<file path="src/hdl/i2c_master_bit_engine_assert.svh">
// ----------------------------------------------------------------------------
// i2c_master_bit_engine_assert.svh
// Assertion macros shared by the bit engine modules.
// ----------------------------------------------------------------------------
`ifndef I2C_MASTER_BIT_ENGINE_ASSERT_SVH
`define I2C_MASTER_BIT_ENGINE_ASSERT_SVH

`ifndef SYNTHESIS

// Same-cycle implication.
`define I2CBE_ASSERT_IMP(lbl, clk, rst, ante, cons) \
   lbl: assert property (@(posedge clk) disable iff (rst) (ante) |-> (cons)) \
      else $error("i2c bit engine check failed");

// Next-cycle implication.
`define I2CBE_ASSERT_NXT(lbl, clk, rst, ante, cons) \
   lbl: assert property (@(posedge clk) disable iff (rst) (ante) |=> (cons)) \
      else $error("i2c bit engine check failed");

`else

`define I2CBE_ASSERT_IMP(lbl, clk, rst, ante, cons)
`define I2CBE_ASSERT_NXT(lbl, clk, rst, ante, cons)

`endif

`endif

</file>
<file path="src/hdl/i2cbe_pkg.sv">
// ----------------------------------------------------------------------------
// i2cbe_pkg
// Types, codes and sizes shared by the I2C master bit engine.
// ----------------------------------------------------------------------------
package i2cbe_pkg;

   localparam int CMD_W   = 3;
   localparam int BYTE_W  = 8;
   localparam int PHASE_W = 16;
   localparam int POLL_W  = 8;
   localparam int STEP_W  = 5;
   localparam int BIT_W   = 3;

   // configuration port
   localparam int CSR_IDX_W  = 1;
   localparam int CSR_DATA_W = 16;
   localparam logic [CSR_IDX_W-1:0] CSR_PHASE_TICKS    = 1'd0;
   localparam logic [CSR_IDX_W-1:0] CSR_ACK_POLL_LIMIT = 1'd1;
   localparam logic [PHASE_W-1:0]   PHASE_TICKS_RST    = 16'd1;
   localparam logic [POLL_W-1:0]    ACK_POLL_LIMIT_RST = 8'd100;

   // command queue
   localparam int QUEUE_DEPTH = 2;
   localparam int QPTR_W      = $clog2(QUEUE_DEPTH);
   localparam int QCNT_W      = $clog2(QUEUE_DEPTH + 1);

   // command codes
   localparam logic [CMD_W-1:0] CMD_NONE      = 3'd0;
   localparam logic [CMD_W-1:0] CMD_START     = 3'd1;
   localparam logic [CMD_W-1:0] CMD_STOP      = 3'd2;
   localparam logic [CMD_W-1:0] CMD_WRITE     = 3'd3;
   localparam logic [CMD_W-1:0] CMD_READ      = 3'd4;
   localparam logic [CMD_W-1:0] CMD_WAIT_ACK  = 3'd5;
   localparam logic [CMD_W-1:0] CMD_SEND_ACK  = 3'd6;
   localparam logic [CMD_W-1:0] CMD_SEND_NACK = 3'd7;

   // sequencer steps
   localparam logic [STEP_W-1:0] ST_IDLE         = 5'd0;
   localparam logic [STEP_W-1:0] ST_START_SDA_HI = 5'd1;
   localparam logic [STEP_W-1:0] ST_START_SCL_HI = 5'd2;
   localparam logic [STEP_W-1:0] ST_START_SDA_LO = 5'd3;
   localparam logic [STEP_W-1:0] ST_START_SCL_LO = 5'd4;
   localparam logic [STEP_W-1:0] ST_STOP_SDA_LO  = 5'd5;
   localparam logic [STEP_W-1:0] ST_STOP_SCL_HI  = 5'd6;
   localparam logic [STEP_W-1:0] ST_STOP_SDA_HI  = 5'd7;
   localparam logic [STEP_W-1:0] ST_ACK_DRIVE    = 5'd8;
   localparam logic [STEP_W-1:0] ST_ACK_SCL_HI   = 5'd9;
   localparam logic [STEP_W-1:0] ST_ACK_SCL_LO   = 5'd10;
   localparam logic [STEP_W-1:0] ST_WAIT_RAISE   = 5'd11;
   localparam logic [STEP_W-1:0] ST_WAIT_POLL    = 5'd12;
   localparam logic [STEP_W-1:0] ST_WR_DATA      = 5'd13;
   localparam logic [STEP_W-1:0] ST_WR_SCL_HI    = 5'd14;
   localparam logic [STEP_W-1:0] ST_WR_SCL_LO    = 5'd15;
   localparam logic [STEP_W-1:0] ST_RD_SCL_LO    = 5'd16;
   localparam logic [STEP_W-1:0] ST_RD_SAMPLE    = 5'd17;
   localparam logic [STEP_W-1:0] ST_FINISH       = 5'd18;

   localparam logic [BIT_W-1:0] LAST_BIT = 3'd7;

   // one classified tick, as it waits in the queue
   typedef struct packed {
      logic              has_cmd;
      logic [CMD_W-1:0]  command;
      logic [BYTE_W-1:0] write_data;
      logic              ack_after_read;
      logic              sda_in;
   } q_entry_type;

   typedef struct packed {
      logic [PHASE_W-1:0] phase_ticks;
      logic [POLL_W-1:0]  ack_poll_limit;
   } cfg_type;

   // queue status toward the front end
   typedef struct packed {
      logic full;
      logic valid;
   } q_status_type;

endpackage

</file>
<file path="src/hdl/i2cbe_req_if.sv">
// ----------------------------------------------------------------------------
// i2cbe_req_if
// Tick channel into the bit engine: command fields and sampled SDA.
// ----------------------------------------------------------------------------
interface i2cbe_req_if;
   logic                            valid;
   logic                            ready;
   logic [i2cbe_pkg::CMD_W-1:0]     command;
   logic [i2cbe_pkg::BYTE_W-1:0]    write_data;
   logic                            ack_after_read;
   logic                            sda_in;

   modport source (output valid, command, write_data, ack_after_read, sda_in,
                   input ready);
   modport sink (input valid, command, write_data, ack_after_read, sda_in,
                 output ready);
endinterface

</file>
<file path="src/hdl/i2cbe_rsp_if.sv">
// ----------------------------------------------------------------------------
// i2cbe_rsp_if
// Result channel out of the bit engine: bus levels and status per tick.
// ----------------------------------------------------------------------------
interface i2cbe_rsp_if;
   logic                            valid;
   logic                            ready;
   logic                            scl_level;
   logic                            sda_level;
   logic                            busy_res;
   logic                            done_res;
   logic [i2cbe_pkg::BYTE_W-1:0]    read_data;
   logic                            ack_timeout;

   modport source (output valid, scl_level, sda_level, busy_res, done_res,
                   read_data, ack_timeout, input ready);
   modport sink (input valid, scl_level, sda_level, busy_res, done_res,
                 read_data, ack_timeout, output ready);
endinterface

</file>
<file path="src/hdl/i2cbe_front.sv">
// ----------------------------------------------------------------------------
// i2cbe_front
// Accept ticks, classify the command and push them into the queue.
// ----------------------------------------------------------------------------
module i2cbe_front import i2cbe_pkg::*; (
   i2cbe_req_if.sink     req_ch,
   input  q_status_type  q_status,
   output logic          push,
   output q_entry_type   push_entry
);

   assign req_ch.ready = !q_status.full;
   assign push         = req_ch.valid && !q_status.full;

   always_comb begin
      push_entry.has_cmd        = (req_ch.command != CMD_NONE);
      push_entry.command        = req_ch.command;
      push_entry.write_data     = req_ch.write_data;
      push_entry.ack_after_read = req_ch.ack_after_read;
      push_entry.sda_in         = req_ch.sda_in;
   end

endmodule

</file>
<file path="src/hdl/i2cbe_queue.sv">
// ----------------------------------------------------------------------------
// i2cbe_queue
// Short FIFO of classified ticks between front and back end.
// ----------------------------------------------------------------------------
`include "i2c_master_bit_engine_assert.svh"

module i2cbe_queue import i2cbe_pkg::*; (
   input  logic          clock,
   input  logic          reset,
   input  logic          push,
   input  q_entry_type   push_entry,
   input  logic          pop,
   output q_status_type  q_status,
   output q_entry_type   head
);

   q_entry_type             mem_ff [QUEUE_DEPTH];
   logic [QPTR_W-1:0]       wr_ptr_ff, wr_ptr_in;
   logic [QPTR_W-1:0]       rd_ptr_ff, rd_ptr_in;
   logic [QCNT_W-1:0]       cnt_ff, cnt_in;

   always_comb begin
      wr_ptr_in = push ? wr_ptr_ff + 1'b1 : wr_ptr_ff;
      rd_ptr_in = pop  ? rd_ptr_ff + 1'b1 : rd_ptr_ff;
      cnt_in    = cnt_ff;
      if (push && !pop) begin
         cnt_in = cnt_ff + 1'b1;
      end else if (pop && !push) begin
         cnt_in = cnt_ff - 1'b1;
      end
   end

   always_ff @(posedge clock) begin
      if (reset) begin
         wr_ptr_ff <= '0;
         rd_ptr_ff <= '0;
         cnt_ff    <= '0;
      end else begin
         wr_ptr_ff <= wr_ptr_in;
         rd_ptr_ff <= rd_ptr_in;
         cnt_ff    <= cnt_in;
      end
   end

   always_ff @(posedge clock) begin
      if (push) begin
         mem_ff[wr_ptr_ff] <= push_entry;
      end
   end

   assign head           = mem_ff[rd_ptr_ff];
   assign q_status.valid = (cnt_ff != '0);
   assign q_status.full  = (cnt_ff == QCNT_W'(QUEUE_DEPTH));

   `I2CBE_ASSERT_IMP(a_no_pop_empty, clock, reset, pop, cnt_ff != '0)
   `I2CBE_ASSERT_IMP(a_no_push_full, clock, reset, push, cnt_ff != QCNT_W'(QUEUE_DEPTH))

endmodule

</file>
<file path="src/hdl/i2cbe_back.sv">
// ----------------------------------------------------------------------------
// i2cbe_back
// Bus sequencer: one tick per queue entry, result held in an output register.
// ----------------------------------------------------------------------------
`include "i2c_master_bit_engine_assert.svh"

module i2cbe_back import i2cbe_pkg::*; (
   input  logic          clock,
   input  logic          reset,
   input  cfg_type       cfg,
   input  logic          q_valid,
   input  q_entry_type   head,
   output logic          pop,
   i2cbe_rsp_if.source   rsp_ch
);

   logic [STEP_W-1:0]  step_ff, step_in;
   logic [BIT_W-1:0]   bit_ff, bit_in;
   logic [BYTE_W-1:0]  shift_ff, shift_in;
   logic [PHASE_W-1:0] phase_ff, phase_in;
   logic [POLL_W-1:0]  poll_ff, poll_in;
   logic               scl_drv_ff, scl_drv_in;
   logic               sda_drv_ff, sda_drv_in;
   logic               ackc_ff, ackc_in;
   logic               tmo_ff, tmo_in;
   logic [BYTE_W-1:0]  rbyte_ff, rbyte_in;
   logic               done;
   logic               run;
   logic [PHASE_W-1:0] dly;

   logic               rsp_valid_ff;
   logic               rsp_scl_ff, rsp_sda_ff, rsp_busy_ff, rsp_done_ff, rsp_tmo_ff;
   logic [BYTE_W-1:0]  rsp_rdata_ff;

   // take a tick when the output slot is free or drains this cycle
   assign pop = q_valid && (!rsp_valid_ff || rsp_ch.ready);
   assign dly = (cfg.phase_ticks != '0) ? cfg.phase_ticks : PHASE_W'(1);

   always_comb begin
      step_in    = step_ff;
      bit_in     = bit_ff;
      shift_in   = shift_ff;
      phase_in   = phase_ff;
      poll_in    = poll_ff;
      scl_drv_in = scl_drv_ff;
      sda_drv_in = sda_drv_ff;
      ackc_in    = ackc_ff;
      tmo_in     = tmo_ff;
      rbyte_in   = rbyte_ff;
      done       = 1'b0;
      run        = 1'b0;
      if (pop) begin
         if (step_ff == ST_IDLE) begin
            if (head.has_cmd) begin
               run    = 1'b1;
               bit_in = '0;
               poll_in = '0;
               case (head.command)
                  CMD_START: begin
                     step_in = ST_START_SDA_HI;
                  end
                  CMD_STOP: begin
                     step_in = ST_STOP_SDA_LO;
                  end
                  CMD_WRITE: begin
                     shift_in = head.write_data;
                     step_in  = ST_WR_DATA;
                  end
                  CMD_READ: begin
                     shift_in   = '0;
                     ackc_in    = head.ack_after_read;
                     sda_drv_in = 1'b1;
                     step_in    = ST_RD_SCL_LO;
                  end
                  CMD_WAIT_ACK: begin
                     tmo_in  = 1'b0;
                     step_in = ST_WAIT_RAISE;
                  end
                  CMD_SEND_ACK: begin
                     ackc_in = 1'b1;
                     step_in = ST_ACK_DRIVE;
                  end
                  default: begin
                     ackc_in = 1'b0;
                     step_in = ST_ACK_DRIVE;
                  end
               endcase
            end
         end else begin
            phase_in = (phase_ff != '0) ? phase_ff - 1'b1 : '0;
            run      = (phase_in == '0);
         end

         if (run) begin
            case (step_in)
               ST_START_SDA_HI: begin
                  sda_drv_in = 1'b1; step_in = ST_START_SCL_HI; phase_in = dly;
               end
               ST_START_SCL_HI: begin
                  scl_drv_in = 1'b1; step_in = ST_START_SDA_LO; phase_in = dly;
               end
               ST_START_SDA_LO: begin
                  sda_drv_in = 1'b0; step_in = ST_START_SCL_LO; phase_in = dly;
               end
               ST_START_SCL_LO: begin
                  scl_drv_in = 1'b0; step_in = ST_FINISH; phase_in = dly;
               end
               ST_STOP_SDA_LO: begin
                  sda_drv_in = 1'b0; step_in = ST_STOP_SCL_HI; phase_in = dly;
               end
               ST_STOP_SCL_HI: begin
                  scl_drv_in = 1'b1; step_in = ST_STOP_SDA_HI; phase_in = dly;
               end
               ST_STOP_SDA_HI: begin
                  sda_drv_in = 1'b1; step_in = ST_FINISH; phase_in = dly;
               end
               ST_ACK_DRIVE: begin
                  scl_drv_in = 1'b0;
                  sda_drv_in = !ackc_in;
                  step_in    = ST_ACK_SCL_HI;
                  phase_in   = dly;
               end
               ST_ACK_SCL_HI: begin
                  scl_drv_in = 1'b1; step_in = ST_ACK_SCL_LO; phase_in = dly;
               end
               ST_ACK_SCL_LO: begin
                  scl_drv_in = 1'b0; step_in = ST_IDLE; phase_in = '0; done = 1'b1;
               end
               ST_WAIT_RAISE: begin
                  sda_drv_in = 1'b1;
                  scl_drv_in = 1'b1;
                  step_in    = ST_WAIT_POLL;
                  phase_in   = dly;
               end
               ST_WAIT_POLL: begin
                  if (!head.sda_in) begin
                     scl_drv_in = 1'b0;
                     tmo_in     = 1'b0;
                     step_in    = ST_IDLE;
                     phase_in   = '0;
                     done       = 1'b1;
                  end else if (poll_in == cfg.ack_poll_limit) begin
                     // no ACK: drive the stop sequence from SDA low onward
                     tmo_in     = 1'b1;
                     sda_drv_in = 1'b0;
                     step_in    = ST_STOP_SCL_HI;
                     phase_in   = dly;
                  end else begin
                     poll_in  = poll_in + 1'b1;
                     phase_in = PHASE_W'(1);
                  end
               end
               ST_WR_DATA: begin
                  scl_drv_in = 1'b0;
                  sda_drv_in = shift_in[BYTE_W-1];
                  shift_in   = {shift_in[BYTE_W-2:0], 1'b0};
                  step_in    = ST_WR_SCL_HI;
                  phase_in   = dly;
               end
               ST_WR_SCL_HI: begin
                  scl_drv_in = 1'b1; step_in = ST_WR_SCL_LO; phase_in = dly;
               end
               ST_WR_SCL_LO: begin
                  scl_drv_in = 1'b0;
                  phase_in   = dly;
                  if (bit_in == LAST_BIT) begin
                     step_in = ST_FINISH;
                  end else begin
                     bit_in  = bit_in + 1'b1;
                     step_in = ST_WR_DATA;
                  end
               end
               ST_RD_SCL_LO: begin
                  scl_drv_in = 1'b0; step_in = ST_RD_SAMPLE; phase_in = dly;
               end
               ST_RD_SAMPLE: begin
                  scl_drv_in = 1'b1;
                  shift_in   = {shift_in[BYTE_W-2:0], head.sda_in};
                  phase_in   = dly;
                  if (bit_in == LAST_BIT) begin
                     rbyte_in = shift_in;
                     step_in  = ST_ACK_DRIVE;
                  end else begin
                     bit_in  = bit_in + 1'b1;
                     step_in = ST_RD_SCL_LO;
                  end
               end
               ST_FINISH: begin
                  step_in = ST_IDLE; phase_in = '0; done = 1'b1;
               end
               default: begin
                  step_in  = ST_IDLE;
                  phase_in = '0;
               end
            endcase
         end
      end
   end

   always_ff @(posedge clock) begin
      if (reset) begin
         step_ff    <= ST_IDLE;
         bit_ff     <= '0;
         shift_ff   <= '0;
         phase_ff   <= '0;
         poll_ff    <= '0;
         scl_drv_ff <= 1'b1;
         sda_drv_ff <= 1'b1;
         ackc_ff    <= 1'b0;
         tmo_ff     <= 1'b0;
         rbyte_ff   <= '0;
      end else begin
         step_ff    <= step_in;
         bit_ff     <= bit_in;
         shift_ff   <= shift_in;
         phase_ff   <= phase_in;
         poll_ff    <= poll_in;
         scl_drv_ff <= scl_drv_in;
         sda_drv_ff <= sda_drv_in;
         ackc_ff    <= ackc_in;
         tmo_ff     <= tmo_in;
         rbyte_ff   <= rbyte_in;
      end
   end

   // output slot
   always_ff @(posedge clock) begin
      if (reset) begin
         rsp_valid_ff <= 1'b0;
      end else if (pop) begin
         rsp_valid_ff <= 1'b1;
      end else if (rsp_ch.ready) begin
         rsp_valid_ff <= 1'b0;
      end
   end

   always_ff @(posedge clock) begin
      if (pop) begin
         rsp_scl_ff   <= scl_drv_in;
         rsp_sda_ff   <= sda_drv_in;
         rsp_busy_ff  <= (step_in != ST_IDLE);
         rsp_done_ff  <= done;
         rsp_rdata_ff <= rbyte_in;
         rsp_tmo_ff   <= tmo_in;
      end
   end

   assign rsp_ch.valid       = rsp_valid_ff;
   assign rsp_ch.scl_level   = rsp_scl_ff;
   assign rsp_ch.sda_level   = rsp_sda_ff;
   assign rsp_ch.busy_res    = rsp_busy_ff;
   assign rsp_ch.done_res    = rsp_done_ff;
   assign rsp_ch.read_data   = rsp_rdata_ff;
   assign rsp_ch.ack_timeout = rsp_tmo_ff;

   `I2CBE_ASSERT_IMP(a_idle_no_phase, clock, reset, step_ff == ST_IDLE, phase_ff == '0)
   `I2CBE_ASSERT_IMP(a_done_idle, clock, reset, pop && done, step_in == ST_IDLE)
   `I2CBE_ASSERT_IMP(a_tmo_stop, clock, reset, $rose(tmo_ff), step_ff == ST_STOP_SCL_HI)

endmodule

</file>
<file path="src/hdl/i2c_master_bit_engine.sv">
// ----------------------------------------------------------------------------
// i2c_master_bit_engine
// I2C master bit engine: one bus tick per item, start/stop/byte/ack sequences.
// ----------------------------------------------------------------------------
//
//   channel   direction  handshake            payload
//   req_ch    in         valid/ready          command, write_data,
//                                             ack_after_read, sda_in
//   rsp_ch    out        valid/ready          scl_level, sda_level, busy_res,
//                                             done_res, read_data, ack_timeout
//   csr_*     in         csr_we (no ready)    csr_index, csr_wdata
//
// Each item is one bus tick and yields exactly one result item. The engine
// takes one item per clock while rsp_ch is not stalled; the back end handles
// each popped entry in one sequencer pass. An accepted item is registered
// in the queue entry and then in the output slot. Synchronous reset returns
// both lines to released, the sequencer to idle and the registers to
// phase_ticks 1, ack_poll_limit 100. A stalled result channel first fills
// the output slot, then the two-entry queue, and only then drops req_ch.ready.
// ----------------------------------------------------------------------------
module i2c_master_bit_engine import i2cbe_pkg::*; (
   input  logic                  clock,
   input  logic                  reset,
   input  logic                  csr_we,
   input  logic [CSR_IDX_W-1:0]  csr_index,
   input  logic [CSR_DATA_W-1:0] csr_wdata,
   i2cbe_req_if.sink             req_ch,
   i2cbe_rsp_if.source           rsp_ch
);

   logic [PHASE_W-1:0] phase_ticks_ff;
   logic [POLL_W-1:0]  ack_poll_limit_ff;
   cfg_type            cfg;

   logic               push;
   logic               pop;
   q_entry_type        push_entry;
   q_entry_type        head;
   q_status_type       q_status;

   // configuration registers; a new phase length applies from the next phase
   always_ff @(posedge clock) begin
      if (reset) begin
         phase_ticks_ff    <= PHASE_TICKS_RST;
         ack_poll_limit_ff <= ACK_POLL_LIMIT_RST;
      end else if (csr_we) begin
         case (csr_index)
            CSR_PHASE_TICKS:    phase_ticks_ff    <= csr_wdata[PHASE_W-1:0];
            CSR_ACK_POLL_LIMIT: ack_poll_limit_ff <= csr_wdata[POLL_W-1:0];
            default: begin
               // hold: index outside the register map
            end
         endcase
      end
   end

   assign cfg.phase_ticks    = phase_ticks_ff;
   assign cfg.ack_poll_limit = ack_poll_limit_ff;

   // classify incoming ticks
   i2cbe_front u_front (
      .req_ch     (req_ch),
      .q_status   (q_status),
      .push       (push),
      .push_entry (push_entry)
   );

   // decouple intake from the sequencer
   i2cbe_queue u_queue (
      .clock      (clock),
      .reset      (reset),
      .push       (push),
      .push_entry (push_entry),
      .pop        (pop),
      .q_status   (q_status),
      .head       (head)
   );

   // advance the bus sequence, one tick per entry
   i2cbe_back u_back (
      .clock   (clock),
      .reset   (reset),
      .cfg     (cfg),
      .q_valid (q_status.valid),
      .head    (head),
      .pop     (pop),
      .rsp_ch  (rsp_ch)
   );

endmodule
</file>
<file path="src/flat_wrapper.sv">
// flat-port wrapper written by rule: the top's interface ports become plain ports
module i2c_master_bit_engine_flat import i2cbe_pkg::*;
  (clock, reset, csr_we, csr_index, csr_wdata, req_ch_valid, req_ch_command, req_ch_write_data, req_ch_ack_after_read, req_ch_sda_in, req_ch_ready, rsp_ch_valid, rsp_ch_scl_level, rsp_ch_sda_level, rsp_ch_busy_res, rsp_ch_done_res, rsp_ch_read_data, rsp_ch_ack_timeout, rsp_ch_ready);
  i2cbe_req_if req_ch_i ();
  i2cbe_rsp_if rsp_ch_i ();
  input  logic clock;
  input  logic reset;
  input  logic csr_we;
  input  logic [CSR_IDX_W-1:0] csr_index;
  input  logic [CSR_DATA_W-1:0] csr_wdata;
  input wire logic [$bits(req_ch_i.valid)-1:0] req_ch_valid;
  input wire logic [$bits(req_ch_i.command)-1:0] req_ch_command;
  input wire logic [$bits(req_ch_i.write_data)-1:0] req_ch_write_data;
  input wire logic [$bits(req_ch_i.ack_after_read)-1:0] req_ch_ack_after_read;
  input wire logic [$bits(req_ch_i.sda_in)-1:0] req_ch_sda_in;
  output wire logic [$bits(req_ch_i.ready)-1:0] req_ch_ready;
  output wire logic [$bits(rsp_ch_i.valid)-1:0] rsp_ch_valid;
  output wire logic [$bits(rsp_ch_i.scl_level)-1:0] rsp_ch_scl_level;
  output wire logic [$bits(rsp_ch_i.sda_level)-1:0] rsp_ch_sda_level;
  output wire logic [$bits(rsp_ch_i.busy_res)-1:0] rsp_ch_busy_res;
  output wire logic [$bits(rsp_ch_i.done_res)-1:0] rsp_ch_done_res;
  output wire logic [$bits(rsp_ch_i.read_data)-1:0] rsp_ch_read_data;
  output wire logic [$bits(rsp_ch_i.ack_timeout)-1:0] rsp_ch_ack_timeout;
  input wire logic [$bits(rsp_ch_i.ready)-1:0] rsp_ch_ready;
  assign req_ch_i.valid = req_ch_valid;
  assign req_ch_i.command = req_ch_command;
  assign req_ch_i.write_data = req_ch_write_data;
  assign req_ch_i.ack_after_read = req_ch_ack_after_read;
  assign req_ch_i.sda_in = req_ch_sda_in;
  assign req_ch_ready = req_ch_i.ready;
  assign rsp_ch_valid = rsp_ch_i.valid;
  assign rsp_ch_scl_level = rsp_ch_i.scl_level;
  assign rsp_ch_sda_level = rsp_ch_i.sda_level;
  assign rsp_ch_busy_res = rsp_ch_i.busy_res;
  assign rsp_ch_done_res = rsp_ch_i.done_res;
  assign rsp_ch_read_data = rsp_ch_i.read_data;
  assign rsp_ch_ack_timeout = rsp_ch_i.ack_timeout;
  assign rsp_ch_i.ready = rsp_ch_ready;
  i2c_master_bit_engine u_core (.clock(clock), .reset(reset), .csr_we(csr_we), .csr_index(csr_index), .csr_wdata(csr_wdata), .req_ch(req_ch_i), .rsp_ch(rsp_ch_i));
endmodule
</file>
<file path="config.mk">
export PLATFORM = sky130hd
export DESIGN_NAME = i2c_master_bit_engine_flat
export DESIGN_NICKNAME = d
export VERILOG_FILES = /design/src/hdl/i2cbe_pkg.sv /design/src/hdl/i2cbe_req_if.sv /design/src/hdl/i2cbe_rsp_if.sv /design/src/hdl/i2cbe_front.sv /design/src/hdl/i2cbe_queue.sv /design/src/hdl/i2cbe_back.sv /design/src/hdl/i2c_master_bit_engine.sv /design/src/flat_wrapper.sv
export VERILOG_INCLUDE_DIRS = /design/src /design/src/hdl
export SDC_FILE = /design/constraint.sdc
export NUM_CORES = 1
export LEC_CHECK = 0
export ABC_AREA = 1
export BUFFER_PORTS_ARGS = -buffer_cell sky130_fd_sc_hd__buf_2
export CAP_MARGIN = 0
export CORE_ASPECT_RATIO = 0.8
export CORE_MARGIN = 3
export CORE_UTILIZATION = 43
export CTS_CLUSTER_DIAMETER = 200
export CTS_CLUSTER_SIZE = 24
export DETAILED_ROUTE_END_ITERATION = 8
export GPL_TIMING_DRIVEN = 0
export PLACE_DENSITY = 0.69
export SLEW_MARGIN = 15
export SYNTH_ARGS = -nofsm -noshare
export SYNTH_HDL_FRONTEND = slang
export SYNTH_SLANG_ARGS = --single-unit
</file>
<file path="constraint.sdc">
create_clock -name clock -period 2.8 [get_ports clock]
set_input_delay 0.14 -clock clock [delete_from_list [all_inputs] [get_ports clock]]
set_output_delay 0.14 -clock clock [all_outputs]
set_load 0.02 [all_outputs]
</file>
==> impl_metrics.ini <==
[outcome]
outcome = completed

[worst_hold_path]
hold_class = in2reg
hp-start = csr_wdata[7]
min_delay_path_depth = 3
hold_end = u_core.phase_ticks_ff[7]

[sta]
setup_viol = 0
fin_crit_ns = 2.61
finalCritPeriodShare_pct = 93.2
fin_skew_ns = 0.00759
relSlewSlack_pct = 48.1
worst_pin_slew_ns = 0.779
final_max_slew_viol_count = 0
max_freq_mhz = 383
setup_tns_ns = 0
final_hold_viol_count = 0

[critical_path]
r2r_end = u_core.u_back.rsp_ch.busy_res
slowest_stage = dfxtp_1
endpoint_kind = flip-flop
critPathArrivalTime_ns = 2.75
path_cells = nor2_2 -> nand3_2 -> nor2_8 -> nand2_2 -> nand2_2 -> inv_2 -> nand2_2 -> nor2_4 -> o21ai_0 -> nand2_1 -> nor2_1 -> nand2_1 -> nand3_1 -> nand2_1 -> nor2_1 -> nand3_1
cp-start-kind = flip-flop
cpPeakStageDelay_ns = 0.33
reg2regPathDepth = 16
cp.required_ns = 2.94
reg2reg_from = u_core.u_back.step_ff[0]
critical_path_class = reg2reg
rrSetupSlack_ns = 0.19
path_max_fanout = 9

[detailed_routing]
dr.pass1.iters = 5
routedWlPerCell_um = 14.9
drt_wl_total_um = 18400
via_count = 6397
drc_errors = 0
drtIter0Drc = 691
postRouteAntennaNets = 0
viasPerCell = 5.16

[yosys]
synth.yosys.seq_area_share_pct = 41.9
yosysTopAreaCellShare_pct = 23.9
synth_fp_nets = 960
ys_seq_elements = 123
yosys-top-cells-area = dfxtp_1 24%, edfxtp_1 18%, nand2_1 10%
synthCells = 921
yosysTopAreaCell = dfxtp_1
synthFlopType = dfxtp_1
async_flop_share_pct = 0
ys_types = 48
ys_warn_count = 0
syn_avg_cell_area_um2 = 7.45
syn-cell-area_mm2 = 0.00686
synth-edff-count = 41

[layout]
fill_cells = 1504
drive_gt1_share_pct = 20.2
final_util_pct = 54.4
area_growth_pct = 21.5
insertedDiodeCount = 0
nets = 1056
stdcell_area_mm2 = 0.00834

[die]
fp.dieH_um = 119
die_width_um = 147
start_util_pct = 44.8
rows = 40
dieArea_mm2 = 0.0175
ios = 50
core_mm2 = 0.0153

[global_routing]
grt_use_total_pct = 21.4
grt_pass1_wl_um = 29700
antenna_found_initial = 0
grt_pass1_vias = 5819
grt_max_degree = 23
grt_overflow = 0

[cts]
cts-buffers-inserted = 17
clockBufferDepth = 2
cts_tree = yes
htreeDepth = 4
insertion_delay_ns = 0.42
clock-sinks = 123
clkTransAtPathRegs_ns = 0.06
root_buffer = clkbuf_16

[power]
vdd_drop_max_mv = 0.739
p_leak_nw = 3.67
p_per_area_mw_per_mm2 = 1380

[placement]
dpl-instance-area_mm2 = 0.00737
dpl.hpwl_um = 13200
place.gp.congestion = 0.914
io_buffers = 49

[flow_run]
cap_violations = 0
==> layout make-up <==
type / instances / area (µm²) / share of cell area, %
Clock inverter: 14 / 190 / 2.28
Sequential cell: 123 / 2870 / 34.5
Timing Repair Buffer: 77 / 523 / 6.27
Tap cell: 210 / 263 / 3.15
Buffer: 33 / 205 / 2.46
Inverter: 123 / 472 / 5.66
Multi-Input combinational cell: 642 / 3370 / 40.4
Clock buffer: 18 / 439 / 5.27
==> metrics by stage <==
step                hold slack, ns  power (mW)  setup WS (ns)  instances
detailed placement           0.333        8.91         -0.112       1180
floorplan                    0.239        7.38          0.466        921
global route                0.0729        12.3        -0.0152       1240
global placement             0.331        8.88         -0.100       1180
CTS                         0.0412        11.3        0.00484       1240
finish                      0.0461        11.5          0.190       1240
==> sequential cells by signal, summed over array words and instances (netlist names), 2 cells and up, named ones only <==
register / count
u_core.u_back.poll_ff: 8
u_core.phase_ticks_ff: 16
u_core.u_queue.cnt_ff: 2
u_core.u_back.step_ff: 5
u_core.ack_poll_limit_ff: 8
u_core.u_queue.mem_ff: 28
u_core.u_back.phase_ff: 16
u_core.u_back.rsp_ch.read_data: 8
u_core.u_back.shift_ff: 8
u_core.u_back.rbyte_ff: 8
u_core.u_back.bit_ff: 3
==> Yosys cell counts (all sizes together) (2+ instances only) <==
master / number
or2: 7
edfxtp: 41
dfxtp: 82
nand2: 211
o21ai: 89
a31oi: 7
nand4: 9
nand3b: 6
clkinv: 2
nor2: 137
nor4: 2
buf: 14
clkbuf: 19
o211ai: 12
nor3: 3
ha: 4
nand3: 78
inv: 121
a21oi: 65
xor2: 3
==> worst max-delay path, delay by kind of cell, from the launching register on <==
| family | cells | cell delay [ns] |
|---|---|---|
| and+or+nand+nor | 14 | 1.73 |
| DFF | 1 | 0.33 |
| AOI/OAI and AO/OA | 1 | 0.20 |
| buffers and inverters | 1 | 0.08 |
==> layout by cell type (no fill, tap or decap), types with 14 or more instances in the layout <==
cell,n
nand2_2,17
nand3_1,58
nand3_2,18
a21oi_1,51
o21ai_0,73
dfxtp_1,82
nand2_1,184
dlygate4sd3_1,27
inv_1,104
buf_2,50
clkbuf_16,17
inv_2,14
nor2_2,14
clkbuf_1,18
edfxtp_1,41
nor2_1,115
==> kinds of logic (layout without fill, tap and decap cells) <==
kind of cell,after synthesis,after routing,share of synthesized area [%]
flops,123,123,41.9
buf+inv,156,265,9.78
mux,1,1,0.146
simple gates,455,455,32.3
xor+xnor,4,4,0.511
compound gates,178,178,14.6
fa+ha+maj,4,4,0.730
==> routing by layer <==
metal	track usage [%]	share of wire, %	vias up	wire length (µm)
li1	-	-	3208	-
met1	32.1	50	2941	9140
met2	30.7	42	233	7780
met3	5.06	7.1	15	1310
met4	5.65	1.1	0	210
met5	0	0	-	0
==> where the power goes <==
part / internal, mW / switching (mW) / leakage (nW) / total (mW)
Sequential: 2.28 / 0.231 / 1.06 / 2.52
Clock: 1.51 / 0.820 / 0.298 / 2.33
Combinational: 2.03 / 4.63 / 2.32 / 6.66
==> how the worst max path moves through the flow <==
stage / start / endpoint / slack (ns)
detailed placement: u_core.u_back.phase_ff[0] / u_core.u_back.rsp_ch.read_data[3] / -0.11
global placement: u_core.u_back.phase_ff[0] / u_core.u_back.rsp_ch.read_data[1] / -0.1
CTS: u_core.u_back.phase_ff[0] / u_core.u_back.rsp_ch.read_data[3] / 0.005
global route: u_core.u_back.phase_ff[0] / u_core.u_back.phase_ff[4] / -0.02
finish: u_core.u_back.step_ff[0] / u_core.u_back.rsp_ch.busy_res / 0.19
floorplan: u_core.u_back.phase_ff[0] / u_core.u_back.rsp_ch.read_data[0] / 0.47
==> timing repair <==
item / CTS / global route
setup buffers: 1 / 0
endpoints found under the hold margin: 40 / 0
gates resized for setup: 3 / 14
hold buffers: 27 / 0
cloned: 0 / 0
setup endpoints to repair: 12 / 47
Note: power is estimated with default switching activity, not from simulation.
